<file path="config.mk">
export PLATFORM = sky130hd
export DESIGN_NAME = pcte_ctrl
export DESIGN_NICKNAME = d
export VERILOG_FILES = /design/src/rtl/core/privileged_csr_trap_emulator_macros.svh /design/src/rtl/core/pcte_pkg.sv /design/src/rtl/core/pcte_ctrl.sv
export SDC_FILE = /design/constraint.sdc
export NUM_CORES = 1
export LEC_CHECK = 0
export BUFFER_PORTS_ARGS = -buffer_cell sky130_fd_sc_hd__buf_4
export CORE_AREA = 2 2 39 41
export DETAILED_ROUTE_END_ITERATION = 12
export DIE_AREA = 0 0 41 43
export GPL_ROUTABILITY_DRIVEN = 0
export MAX_ROUTING_LAYER = met4
export SYNTH_ARGS = -nofsm -noshare
export SYNTH_HDL_FRONTEND = slang
export SYNTH_SLANG_ARGS = --single-unit
</file>
<file path="constraint.sdc">
create_clock -name clk -period 0.8 [get_ports clk]
set_input_delay 0.04 -clock clk [delete_from_list [all_inputs] [get_ports clk]]
set_output_delay 0.04 -clock clk [all_outputs]
set_load 0.005 [all_outputs]
</file>
<file path="src/rtl/core/privileged_csr_trap_emulator_macros.svh">
// Assertion macros for the privileged CSR trap emulator.
// Used by the top level; no other dependencies.
`ifndef PRIVILEGED_CSR_TRAP_EMULATOR_MACROS_SVH
`define PRIVILEGED_CSR_TRAP_EMULATOR_MACROS_SVH
`ifndef SYNTHESIS
`define PCTE_ASSERT_IMPL(label, clk, rst_n, ante, cons) \
  label: assert property (@(posedge clk) disable iff (!rst_n) (ante) |-> (cons)) \
    else $error("assertion failed");
`define PCTE_ASSERT_NEXT(label, clk, rst_n, ante, cons) \
  label: assert property (@(posedge clk) disable iff (!rst_n) (ante) |=> (cons)) \
    else $error("assertion failed");
`else
`define PCTE_ASSERT_IMPL(label, clk, rst_n, ante, cons)
`define PCTE_ASSERT_NEXT(label, clk, rst_n, ante, cons)
`endif
`endif

</file>
<file path="src/rtl/core/pcte_pkg.sv">
// Shared types and constants for the privileged CSR trap emulator.
// No dependencies.
`default_nettype none
package pcte_pkg;
  localparam logic [1:0] MODE_U = 2'd0;
  localparam logic [1:0] MODE_S = 2'd1;
  localparam logic [1:0] MODE_M = 2'd2;

  localparam int NAMED_COUNT = 33;
  localparam logic [63:0] VENDOR_ID = 64'h0000_6373_6535_3336;
  localparam logic [11:0] PMP_ADDR_BASE = 12'h3B0;
  localparam logic [11:0] PMP_CFG_BASE = 12'h3A0;
  localparam logic [11:0] CSR_ECALL = 12'h000;
  localparam logic [11:0] CSR_SRET = 12'h102;
  localparam logic [11:0] CSR_MRET = 12'h302;
  localparam logic [11:0] CSR_MVENDOR = 12'hF11;

  localparam logic [2:0] F3_SYS = 3'd0;
  localparam logic [2:0] F3_CSRW = 3'd1;
  localparam logic [2:0] F3_CSRR = 3'd2;

  localparam logic [5:0] IDX_SSTATUS = 6'd8;
  localparam logic [5:0] IDX_STVEC = 6'd10;
  localparam logic [5:0] IDX_SEPC = 6'd12;
  localparam logic [5:0] IDX_MVENDOR = 6'd14;
  localparam logic [5:0] IDX_MSTATUS = 6'd19;
  localparam logic [5:0] IDX_MTVEC = 6'd24;
  localparam logic [5:0] IDX_MEPC = 6'd27;

  typedef logic [11:0] csr_code_t;
  typedef csr_code_t [NAMED_COUNT-1:0] csr_table_t;
  localparam csr_table_t CSR_CODES = '{
    12'h34B, 12'h34A, 12'h344, 12'h343, 12'h342, 12'h341, 12'h340,
    12'h306, 12'h305, 12'h304, 12'h303, 12'h302, 12'h301, 12'h300,
    12'hF15, 12'hF14, 12'hF13, 12'hF12, 12'hF11,
    12'h180, 12'h141, 12'h106, 12'h105, 12'h104, 12'h100,
    12'h044, 12'h043, 12'h042, 12'h040, 12'h041, 12'h005, 12'h004, 12'h000};

  typedef enum logic [1:0] {
    ST_IDLE, ST_EXEC, ST_DONE
  } state_t;

  typedef enum logic [2:0] {
    OP_ECALL, OP_SRET, OP_MRET, OP_CSRW, OP_CSRR, OP_BAD
  } op_t;

  // Which storage a CSR lives in.
  typedef enum logic [1:0] {
    LOC_NONE, LOC_NAMED, LOC_PADDR, LOC_PCFG
  } loc_t;

  typedef struct packed {
    logic load;
    logic exec;
  } ctl_cmd_t;

  typedef struct packed {
    logic busy;
  } ctl_stat_t;

  function automatic logic [1:0] csr_level(input logic [11:0] csr);
    logic [3:0] top;
    top = csr[11:8];
    if (top == 4'd0) return MODE_U;
    if (top == 4'd1) return MODE_S;
    return MODE_M;
  endfunction
endpackage
`default_nettype wire

</file>
<file path="src/rtl/core/pcte_ctrl.sv">
// Controller: sequences load, execute and result hand-off for one word.
// Depends on pcte_pkg.
`default_nettype none
module pcte_ctrl import pcte_pkg::*; (
  input  wire logic clk,
  input  wire logic rst_n,
  input  wire logic in_valid,
  output logic      in_ready,
  output logic      out_valid,
  input  wire logic out_ready,
  output ctl_cmd_t  cmd
);
  state_t state_r, state_nxt;

  // Next state.
  always_comb begin
    state_nxt = state_r;
    unique case (state_r)
      ST_IDLE: if (in_valid) state_nxt = ST_EXEC;
      ST_EXEC: state_nxt = ST_DONE;
      ST_DONE: if (out_ready) state_nxt = in_valid ? ST_EXEC : ST_IDLE;
      default: state_nxt = ST_IDLE;
    endcase
  end

  // Outputs: a new word is taken when idle or as the result leaves.
  always_comb begin
    in_ready  = 1'b0;
    out_valid = 1'b0;
    cmd       = '0;
    unique case (state_r)
      ST_IDLE: in_ready = 1'b1;
      ST_EXEC: cmd.exec = 1'b1;
      ST_DONE: begin
        out_valid = 1'b1;
        in_ready  = out_ready;
      end
      default: ;
    endcase
    cmd.load = in_valid & in_ready;
  end

  always_ff @(posedge clk) begin
    if (!rst_n) state_r <= ST_IDLE;
    else state_r <= state_nxt;
  end
endmodule
`default_nettype wire

</file>
After elaboration in Yosys (flattened, before gate mapping)
Cells that the tools add are included.
- register bits: 2
- bits in latches: 0
- memory bits (writable): 0
- bits in read-only memories: 0
- bits of input ports: 4
- output and inout port bits: 4
- logic and storage cells: 15
- memories kept: 0
- add/subtract/negate cells: 0
- multiply operators: 0
- div/mod/pow operators: 0
- magnitude comparators: 0
- equal/unequal tests: 4
- shift-type cells: 0
- muxes and demuxes: 7
- bitwise gates (word level): 1
- reductions and logical operators: 2
- operator list (operator ; number):
    $pmux W2 S3 ; 1
    $mux W2 ; 2
    $ne A2 B2 Y1 const B ; 2
    $mux W1 ; 3
    $eq A2 B1 Y1 const B ; 1
    $eq A2 B2 Y1 const B ; 1
    $logic_not A2 Y1 ; 1
    $pmux W1 S2 ; 1
    $reduce_and A2 Y1 ; 1
    $and A1 B1 Y1 ; 1

Logic depth before layout (Yosys ltp)
Gate-level depths: netlist of the first run.
- word-level depth: 3
- gate-level depth with buffers: 2
- mapped depth without buffers: 2

Worst setup path before layout of the first run
Ideal clock, no wire load.
- path kind: register to register
- start point: reg state_r[1]
- end point: reg state_r[1]
- setup time: 115 ps
- data arrival time: 670 ps
- required time: 685 ps
- path slack: 16 ps
- cell stages (with the launch flop): 3
- path buffers: 0
- cell sequence: dfxtp_1 -> and2b_1 -> o21a_1
- elaborated cells between the ends (all ways): 7
- classes of those cells: eq/ne (4); mux (1); reduce/logical (2)
- RTL lines (element ; line ; text):
    start: declaration ; pcte_ctrl.sv:13 ; state_t state_r, state_nxt;
    start signal: assignment ; pcte_ctrl.sv:45 ; else state_r <= state_nxt;
    $eq A2 B2 Y1 (tied with other cells) ; pcte_ctrl.sv:18 ; unique case (state_r)
    $pmux W2 S3 * ; pcte_ctrl.sv:18 ;
    via state_nxt[1] ; pcte_ctrl.sv:13 ;
Mark *: on every way through the listed nets, which the timed path passes. The rest lies on a longest branch.
A chain may end at the register's enable or synchronous reset.

==> reports/qor.yml, run 1 <==
clock_tree:
  numCtsBuffers: 3
  cts_sinks: 2
  path_clk_slew_ns: 0.03
  htree_levels: 1
  cts_tree: "done"
  insertion_delay_ns: 0.22
  root_buffer: "clkbuf_4"
  cts_buffer_depth: 2
synthesis:
  ys_warn_count: 0
  syn_inst: 11
  synth_seq_cells: 2
  avgSynthCellArea_um2: 10.7
  ys_seq_area_frac: 0.340
  synthArstFlopShare: 0
  synth-edff-count: 0
  synth_top_area_cell: "dfxtp_1"
  ys.flop_type: "dfxtp_1"
  netlist_top_cells_count: "2 x dfxtp_1, 2 x nor3b_1"
  synth_area_um2: 118
  yosysUniqueCellTypes: 9
  synth_fp_nets: 15
  synth_area_leaders: "dfxtp_1 34%, nor4bb_2 14%, nor3b_1 13%, nor2b_4 12%, and2b_1 6.4%"
  synthDominantCellAreaShare: 0.340
final_layout:
  syn_to_final_growth_pct: 92.6
  seq_area_um2: 45.0
  diodes: 0
  multi_input_area_um2: 75.1
  postLayoutCellArea_um2: 226
  nets: 27
  largest_register_ffs: 2
  regMostFlops: "state_r"
  top_regs: "state_r (2)"
  drive_above_1_share: 0.762
  nFillCells: 159
  finish.utilization: 0.164
drt:
  via_per_inst: 3.03
  highest-signal-layer: "met3"
  wl_um: 285
  wire_per_inst_um: 7.70
  drc: 0
  dr.first_iter.drc_count: 1
  final_antenna_net_count: 0
  vias: 112
  drtPass1Iterations: 3
  wl_met2_um: 139
  wl_met1_um: 108
  met3WireLength_um: 37
sta:
  tightest_slew_ns: 0.182
  rsz0062_at_grt: "yes"
  relSlewSlack: 0.877
  worst_slack_ns: -0.184
  hold_viol: 0
  max_freq_mhz: 1020
  timing.final.crit_share: 1.23
  skew_ns: 0.000663
  setup_viol: 6
  tns_ns: -0.569
  finalMaxSlewViolations: 0
  hold_ws_ns: 0.0310
  min_period_ns: 0.984
worst_setup_path:
  worstSetupStartpointType: "flip-flop"
  setup.worst_path.class: "reg2out"
  r2r_setup_slack_ns: -0.11
  critPathMaxStageDelay_ns: 0.31
  worstPathMaxFanout: 4
  crit_chain: "nor2b_4, nor3b_2, buf_4"
  cp-end-kind: "output pin"
  worstReg2RegStart: "state_r[1]"
  cp-endpoint: "cmd[1]"
  slowest_stage: "dfxtp_2"
  worstPathRequired_ns: 0.76
  timing.critical_path.from: "state_r[1]"
  reg2reg_to: "state_r[0]"
  cp.arrival_ns: 0.94
  ff2ff_path_depth: 3
grt:
  antenna_found_initial: 0
  grtUsageTotal: 0.0554
  grt_pass1_wl_um: 489
  grt_pass1_vias: 133
  grt-ovfl-total: 0
  grt_max_degree: 7
pwr:
  power_frac_seq: 0.283
  swShare: 0.207
  intPower_w: 0.000318
  switching_power_w: 0.0000832
  peakVddDrop_mv: 0.486
  power.share.clock: 0.551
  combPwrFrac: 0.165
  p_leak_nw: 0.0988
  power_density_nw_per_um2: 1770
floorplanning:
  start_util: 0.0850
  ioPinCount: 8
  die_y_um: 43
  rows: 14
  fp.coreArea_um2: 1380
  fp.dieW_um: 41
  die_area_um2: 1760
place:
  port_buffers: 7
  dpl-instance-area_um2: 183
  pre_cts_ws_ns: -0.0221
outcome:
  failed_checks: "setup timing"
  status: "finished, violations left"
min_path:
  hold_class: "in2reg"
  min_from: "rst_n"
job:
  cap_violations: 0
-- worst min path at each step --
stage / to / slack (ns) / depth (start not counted)
detailed placement: state_r[1] / 0.26 / 2
global placement: state_r[1] / 0.25 / 2
finish: state_r[1] / 0.03 / 2
global route: state_r[1] / 0.04 / 2
floorplan: state_r[1] / 0.16 / 1
CTS: state_r[1] / 0.02 / 2
-- kinds of logic (layout without fill, tap and decap cells) --
logic type	count (synthesis)	after routing	share of synthesized area
DFF	2	2	0.340
AOI/OAI and AO/OA	1	1	0.0639
buffers and inverters	1	11	0.0639
and+or+nand+nor	7	7	0.532
-- layout make-up --
type	count	share of cell area
Tap cell	16	0.0884
Timing Repair Buffer	8	0.282
Clock buffer	3	0.0994
Sequential cell	2	0.199
Multi-Input combinational cell	8	0.331
-- cell usage in the layout (no fill, tap or decap) --
cell	netlist	final
buf_4	1	7
clkbuf_4	0	3
and2b_1	1	1
nor2b_4	1	1
nor2_1	1	1
nor2b_1	1	1
nor3b_2	0	1
nor3b_1	2	1
o21a_1	1	1
nor4bb_2	1	1
buf_6	0	1
dfxtp_4	0	1
dfxtp_2	0	1
-- what timing repair did --
action,CTS,global route
setup endpoints to repair,5,6
resized for setup,5,0
hold buffers,0,0
pin swaps,1,2
setup buffers,1,0
-- worst max-delay path: cells and delay by family (launching register included) --
family,cells,cell delay [ns]
flip-flops,1,0.31
buffers and inverters,1,0.13
AND/OR/NAND/NOR,2,0.28
-- per-layer routing --
metal	global-route usage	vias to the layer above
li1	-	58
met1	0.0415	48
met2	0.0531	6
met3	0.0314	0
met4	0.120	0
met5	-	-
-- power by group through the flow --
stage	Sequential (W)	Combinational (W)	Clock, W
4_1_cts	0.000114	0.0000678	0.000239
3_5_place_dp	0.000115	0.0000615	0
3_3_place_gp	0.000114	0.0000602	0
5_1_grt	0.000115	0.0000733	0.000239
6_report	0.000114	0.0000662	0.000221
2_1_floorplan	0.000113	0.0000293	0
-- per-stage QoR --
stage | std cells | power (W)
floorplan | 11 | 0.000142
global placement | 33 | 0.000174
detailed placement | 33 | 0.000176
CTS | 37 | 0.000420
finish | 37 | 0.000401
global route | 37 | 0.000426
No activity file was read; power rests on OpenSTA's default activity.
==> inputs of run 2 (changes only) <==
Settings changed: SETUP_SLACK_MARGIN set to 0.02.
==> run 2 against run 1 <==
The flow still finishes with violations (setup timing). Clock-buffer cell count unchanged. Sequential power hardly changed. Worst setup slack lost 0.038 ns. Critical path type unchanged. Largest power group unchanged. Highest routed layer unchanged.
==> reports/qor.yml, run 2 (synthesized netlist as in run 1, its figures left out) <==
place:
  port_buffers: 7  # unchanged
  dpl-instance-area_um2: 185  # +1.4%
  pre_cts_ws_ns: 0.00894  # +0.0311 ns
worst_setup_path:
  timing.critical_path.from: "state_r[1]"
  cp-end-kind: "output pin"
  worstSetupStartpointType: "flip-flop"
  worstPathRequired_ns: 0.76  # about the same
  setup.worst_path.class: "reg2out"
  cp.arrival_ns: 0.98  # +0.04 ns
  worstPathMaxFanout: 3  # -1
  worstReg2RegStart: "state_r[1]"
sta:
  setup_viol: 6  # unchanged
  tightest_slew_ns: 0.195  # +0.0128 ns
  relSlewSlack: 0.870  # -0.00709
  hold_viol: 0  # unchanged
  rsz0062_at_grt: "yes"
  min_period_ns: 1.02  # +0.0381 ns
  finalMaxSlewViolations: 0  # unchanged
  worst_slack_ns: -0.222  # -0.0381 ns
  max_freq_mhz: 978  # -3.7%
  skew_ns: 0.00550  # +0.00484 ns
  timing.final.crit_share: 1.28  # +0.0476
clock_tree:
  path_clk_slew_ns: 0.03  # about the same
  cts_buffer_depth: 2  # unchanged
  numCtsBuffers: 3  # unchanged
  insertion_delay_ns: 0.23  # about the same
  cts_tree: "done"
  cts_sinks: 2  # unchanged
  htree_levels: 1  # unchanged
  root_buffer: "clkbuf_4"
drt:
  via_per_inst: 3.20  # +5.6%
  wl_um: 342  # +20%
  dr.first_iter.drc_count: 1  # unchanged
  final_antenna_net_count: 0  # unchanged
  drtPass1Iterations: 2  # -1
  drc: 0  # unchanged
  wire_per_inst_um: 8.34  # +8.3%
  vias: 131  # +17%
final_layout:
  final_cell_mix: "8 x buf_4, 4 x buf_6, 3 x clkbuf_4"
  finish.utilization: 0.205  # +0.0416
  postLayoutCellArea_um2: 284  # +25%
  drive_above_1_share: 0.840  # +0.0781
  syn_to_final_growth_pct: 141
  diodes: 0  # unchanged
  nFillCells: 152  # -4.4%
  nets: 31  # +15%
  regMostFlops: "state_r"
  seq_area_um2: 45.0  # unchanged
  multi_input_area_um2: 91.3  # +22%
  final_common_cell: "buf_4"
  top_regs: "state_r (2)"
  largest_register_ffs: 2  # unchanged
outcome:
  status: "finished, violations left"
  failed_checks: "setup timing"
grt:
  grtUsageTotal: 0.0533  # -0.00211
  grt-ovfl-total: 0  # unchanged
  grt_pass1_vias: 147  # +11%
  antenna_found_initial: 0  # unchanged
  grt_max_degree: 7  # unchanged
  grt_pass1_wl_um: 558  # +14%
job:
  cap_violations: 0  # unchanged
min_path:
  min_from: "rst_n"
  hold_class: "in2reg"
floorplanning:
  ioPinCount: 8  # unchanged
  rows: 14  # unchanged
  die_y_um: 43  # unchanged
  start_util: 0.0850  # unchanged
  fp.coreArea_um2: 1380  # unchanged
  die_area_um2: 1760  # unchanged
  fp.dieW_um: 41  # unchanged
pwr:
  peakVddDrop_mv: 0.530  # +9.2%
  power_density_nw_per_um2: 1540  # -13%
  p_leak_nw: 0.126  # +27%
-- run 2: cell types whose count changed in the layout (fill, tap and decap cells not counted) --
cell | previous run | this run
buf_4 | 7 | 8
buf_6 | 1 | 4
nor2b_1 | 1 | 0
nor2b_4 | 1 | 2
nor4bb_2 | 1 | 0
nor4bb_4 | 0 | 1
-- run 2: area by class of cell --
class | count | share of cell area
clock buffers | 3 | 0.0793
flip-flops and latches | 2 | 0.159
well taps | 16 | 0.0705
multi-input cells | 8 | 0.322
repair buffers | 12 | 0.370
-- run 2: per-layer routing --
metal  up-vias  wire (um)  global-route usage
met5         -          0                   -
met3         0         21              0.0314
met4         0          0              0.0600
met1        57        146              0.0605
li1         67          -                   -
met2         7        174              0.0563
-- run 2: stage by stage --
stage               hold WS [ns]  power [W]  cells  setup TNS (ns)
floorplan                  0.158   0.000144     11               0
global placement           0.255   0.000177     33               0
detailed placement         0.260   0.000177     33               0
CTS                       0.0224   0.000423     38          -0.760
global route              0.0308   0.000467     41           -1.22
finish                    0.0373   0.000437     41          -0.902
-- run 2: what timing repair did --
| action | in CTS | in global routing |
|---|---|---|
| pin swaps | 2 | 1 |
| hold buffers | 0 | 0 |
| endpoints found under the hold margin | 0 | 0 |
| setup buffers | 2 | 3 |
| setup endpoints to repair | 6 | 6 |
| resized for setup | 4 | 4 |
-- run 2: worst paths after layout --
path	slack (ns)	to	depth (start not counted)
setup / recovery	-0.22	out_valid	4
hold / removal	0.04	state_r[1]	2
setup reg to reg	-0.14	state_r[1]	4
hold reg to reg	0.56	state_r[0]	2
-- run 2: where the power goes --
group / switching, W / leakage [nW] / internal [W]
registers: 0.00000660 / 0.0175 / 0.000106
logic: 0.0000301 / 0.0947 / 0.0000709
clock network: 0.0000578 / 0.0138 / 0.000166
-- run 2: worst max-delay path, cell delays in order (launching register included) --
cell	delay, ns
dfxtp_2	0.31
buf_4	0.13
buf_6	0.10
nor2b_4	0.11
buf_6	0.10
==> inputs of run 3 (changes only) <==
Settings changed: CTS_BUF_LIST set to sky130_fd_sc_hd__clkbuf_16.
==> run 3 against run 2 <==
The flow still finishes with violations (setup timing). Via count decreased by 13%. Hold slack improved by 0.011 ns. Total power increased by 110%. Sequential power barely moved. Register-to-register slack better by 0.04 ns. Critical path type unchanged. Largest power group unchanged. Highest routed layer unchanged.
==> reports/qor.yml, run 3 (synthesized netlist as in run 1, its figures left out) <==
outcome:
  status: "finished, violations left"
  failed_checks: "setup timing"
drt:
  wl_um: 329  # -3.8%
  drtPass1Iterations: 2  # unchanged
  dr.first_iter.drc_count: 3  # +2
  final_antenna_net_count: 0  # unchanged
  drc: 0  # unchanged
  vias: 114  # -13%
  wire_per_inst_um: 8.89  # +6.6%
  via_per_inst: 3.08  # -3.6%
final_layout:
  final_cell_mix: "7 x buf_4, 3 x clkbuf_16"
  drive_above_1_share: 0.762  # -0.0781
  postLayoutCellArea_um2: 288  # +1.3%
  regMostFlops: "state_r"
  top_regs: "state_r (2)"
  nets: 27  # -13%
  fin_cells: 37  # -9.8%
  final_common_cell: "buf_4"
  largest_register_ffs: 2  # unchanged
  syn_to_final_growth_pct: 145
  diodes: 0  # unchanged
worst_setup_path:
  crit_chain: "nor2b_4, nor3b_2, buf_4"
  critPathMaxStageDelay_ns: 0.31  # about the same
  worstReg2RegStart: "state_r[1]"
  cp-end-kind: "output pin"
  worstSetupStartpointType: "flip-flop"
  cp_num_buf_inv: 1  # -2
  worstPathMaxFanout: 4  # +1
  timing.critical_path.from: "state_r[1]"
  slowest_stage: "dfxtp_2"
  worstPathRequired_ns: 0.76  # about the same
  setup.worst_path.class: "reg2out"
  cp.arrival_ns: 0.94  # -0.04 ns
  critPathTopFamily: "flip-flops"
pwr:
  p_leak_nw: 0.125  # -1.1%
  peakVddDrop_mv: 0.703  # +33%
  power_density_nw_per_um2: 3250  # +110%
  total_power_w: 0.000936  # +110%
floorplanning:
  fp.dieW_um: 41  # unchanged
  start_util: 0.0850  # unchanged
  rows: 14  # unchanged
  ioPinCount: 8  # unchanged
  die_y_um: 43  # unchanged
  die_area_um2: 1760  # unchanged
  fp.coreArea_um2: 1380  # unchanged
sta:
  tns_ns: -0.567  # +0.336 ns
  tightest_slew_ns: 0.173  # -0.0221 ns
  finalMaxSlewViolations: 0  # unchanged
  worst_slack_ns: -0.183  # +0.0387 ns
  timing.final.crit_share: 1.23  # -0.0484
  relSlewSlack: 0.885  # +0.0149
  max_freq_mhz: 1020  # +3.9%
  hold_viol: 0  # unchanged
  rsz0062_at_grt: "yes"
  skew_ns: 0.00406  # -0.00144 ns
  setup_viol: 6  # unchanged
  min_period_ns: 0.983  # -0.0387 ns
min_path:
  hold_class: "in2reg"
  min_from: "rst_n"
clock_tree:
  cts_hold_buf: 0  # unchanged
  cts_sinks: 2  # unchanged
  cts_buffer_depth: 2  # unchanged
  cts_tree: "done"
  root_buffer: "clkbuf_16"
  insertion_delay_ns: 0.22  # about the same
  numCtsBuffers: 3  # unchanged
  htree_levels: 1  # unchanged
  path_clk_slew_ns: 0.03  # about the same
place:
  pre_cts_ws_ns: 0.00894  # unchanged
  dpl-instance-area_um2: 185  # unchanged
  port_buffers: 7  # unchanged
  dp_cells: 33  # unchanged
grt:
  grt_pass1_vias: 139  # -5.4%
  grtUsageTotal: 0.0585  # +0.00513
  grt-ovfl-total: 0  # unchanged
  antenna_found_initial: 0  # unchanged
  grt_pass1_wl_um: 524  # -6.1%
  use_met2: 0.0531  # -0.00313
  gr-usage-met1: 0.0510  # -0.00955
  busiest_layer: "met4"
  use_met3: 0.0471  # +0.0157
  grt_max_degree: 7  # unchanged
job:
  cap_violations: 0  # unchanged
## run 3: path summary, 6_finish.rpt
check / to / cells after the start / slack [ns]
max reg2reg: state_r[0] / 3 / -0.10
min reg2reg: state_r[0] / 1 / 0.46
max: cmd[1] / 3 / -0.18
min: state_r[1] / 2 / 0.05
## run 3: worst register-to-register path: cells and delay by family (launching register included)
kind,cells,cell delay (ns)
buffers and inverters,1,0.13
flip-flops,1,0.31
AND/OR/NAND/NOR,2,0.36
## run 3: power breakdown
part	total (W)	internal [W]	switching (W)
clock	0.000749	0.000636	0.000113
sequential	0.000115	0.000106	0.00000842
combinational	0.0000725	0.0000512	0.0000213
## run 3: cell type report
| class | instances | area (um^2) |
|---|---|---|
| well taps | 16 | 20.0 |
| clock buffers | 3 | 75.1 |
| repair buffers | 8 | 63.8 |
| fillers | 151 | 1100 |
| flip-flops and latches | 2 | 45.0 |
| multi-input cells | 8 | 83.8 |
## run 3: routing by layer
| layer | routed length (um) | vias up |
|---|---|---|
| met4 | 0 | 0 |
| li1 | - | 58 |
| met3 | 31 | 0 |
| met2 | 172 | 7 |
| met1 | 126 | 49 |
| met5 | 0 | - |
## run 3: what timing repair did
item,in CTS,in global routing
gates resized for setup,2,2
pin swaps,1,0
setup endpoints to repair,6,6
setup buffers,1,0
cloned,0,0
## run 3: per-stage QoR
| stage | hold WS, ns | util |
|---|---|---|
| 5_1_grt | 0.0592 | 0.208 |
| 6_report | 0.0483 | 0.208 |
| 2_1_floorplan | 0.158 | - |
| 3_5_place_dp | 0.260 | 0.134 |
| 3_3_place_gp | 0.255 | 0.134 |
| 4_1_cts | 0.0391 | 0.200 |
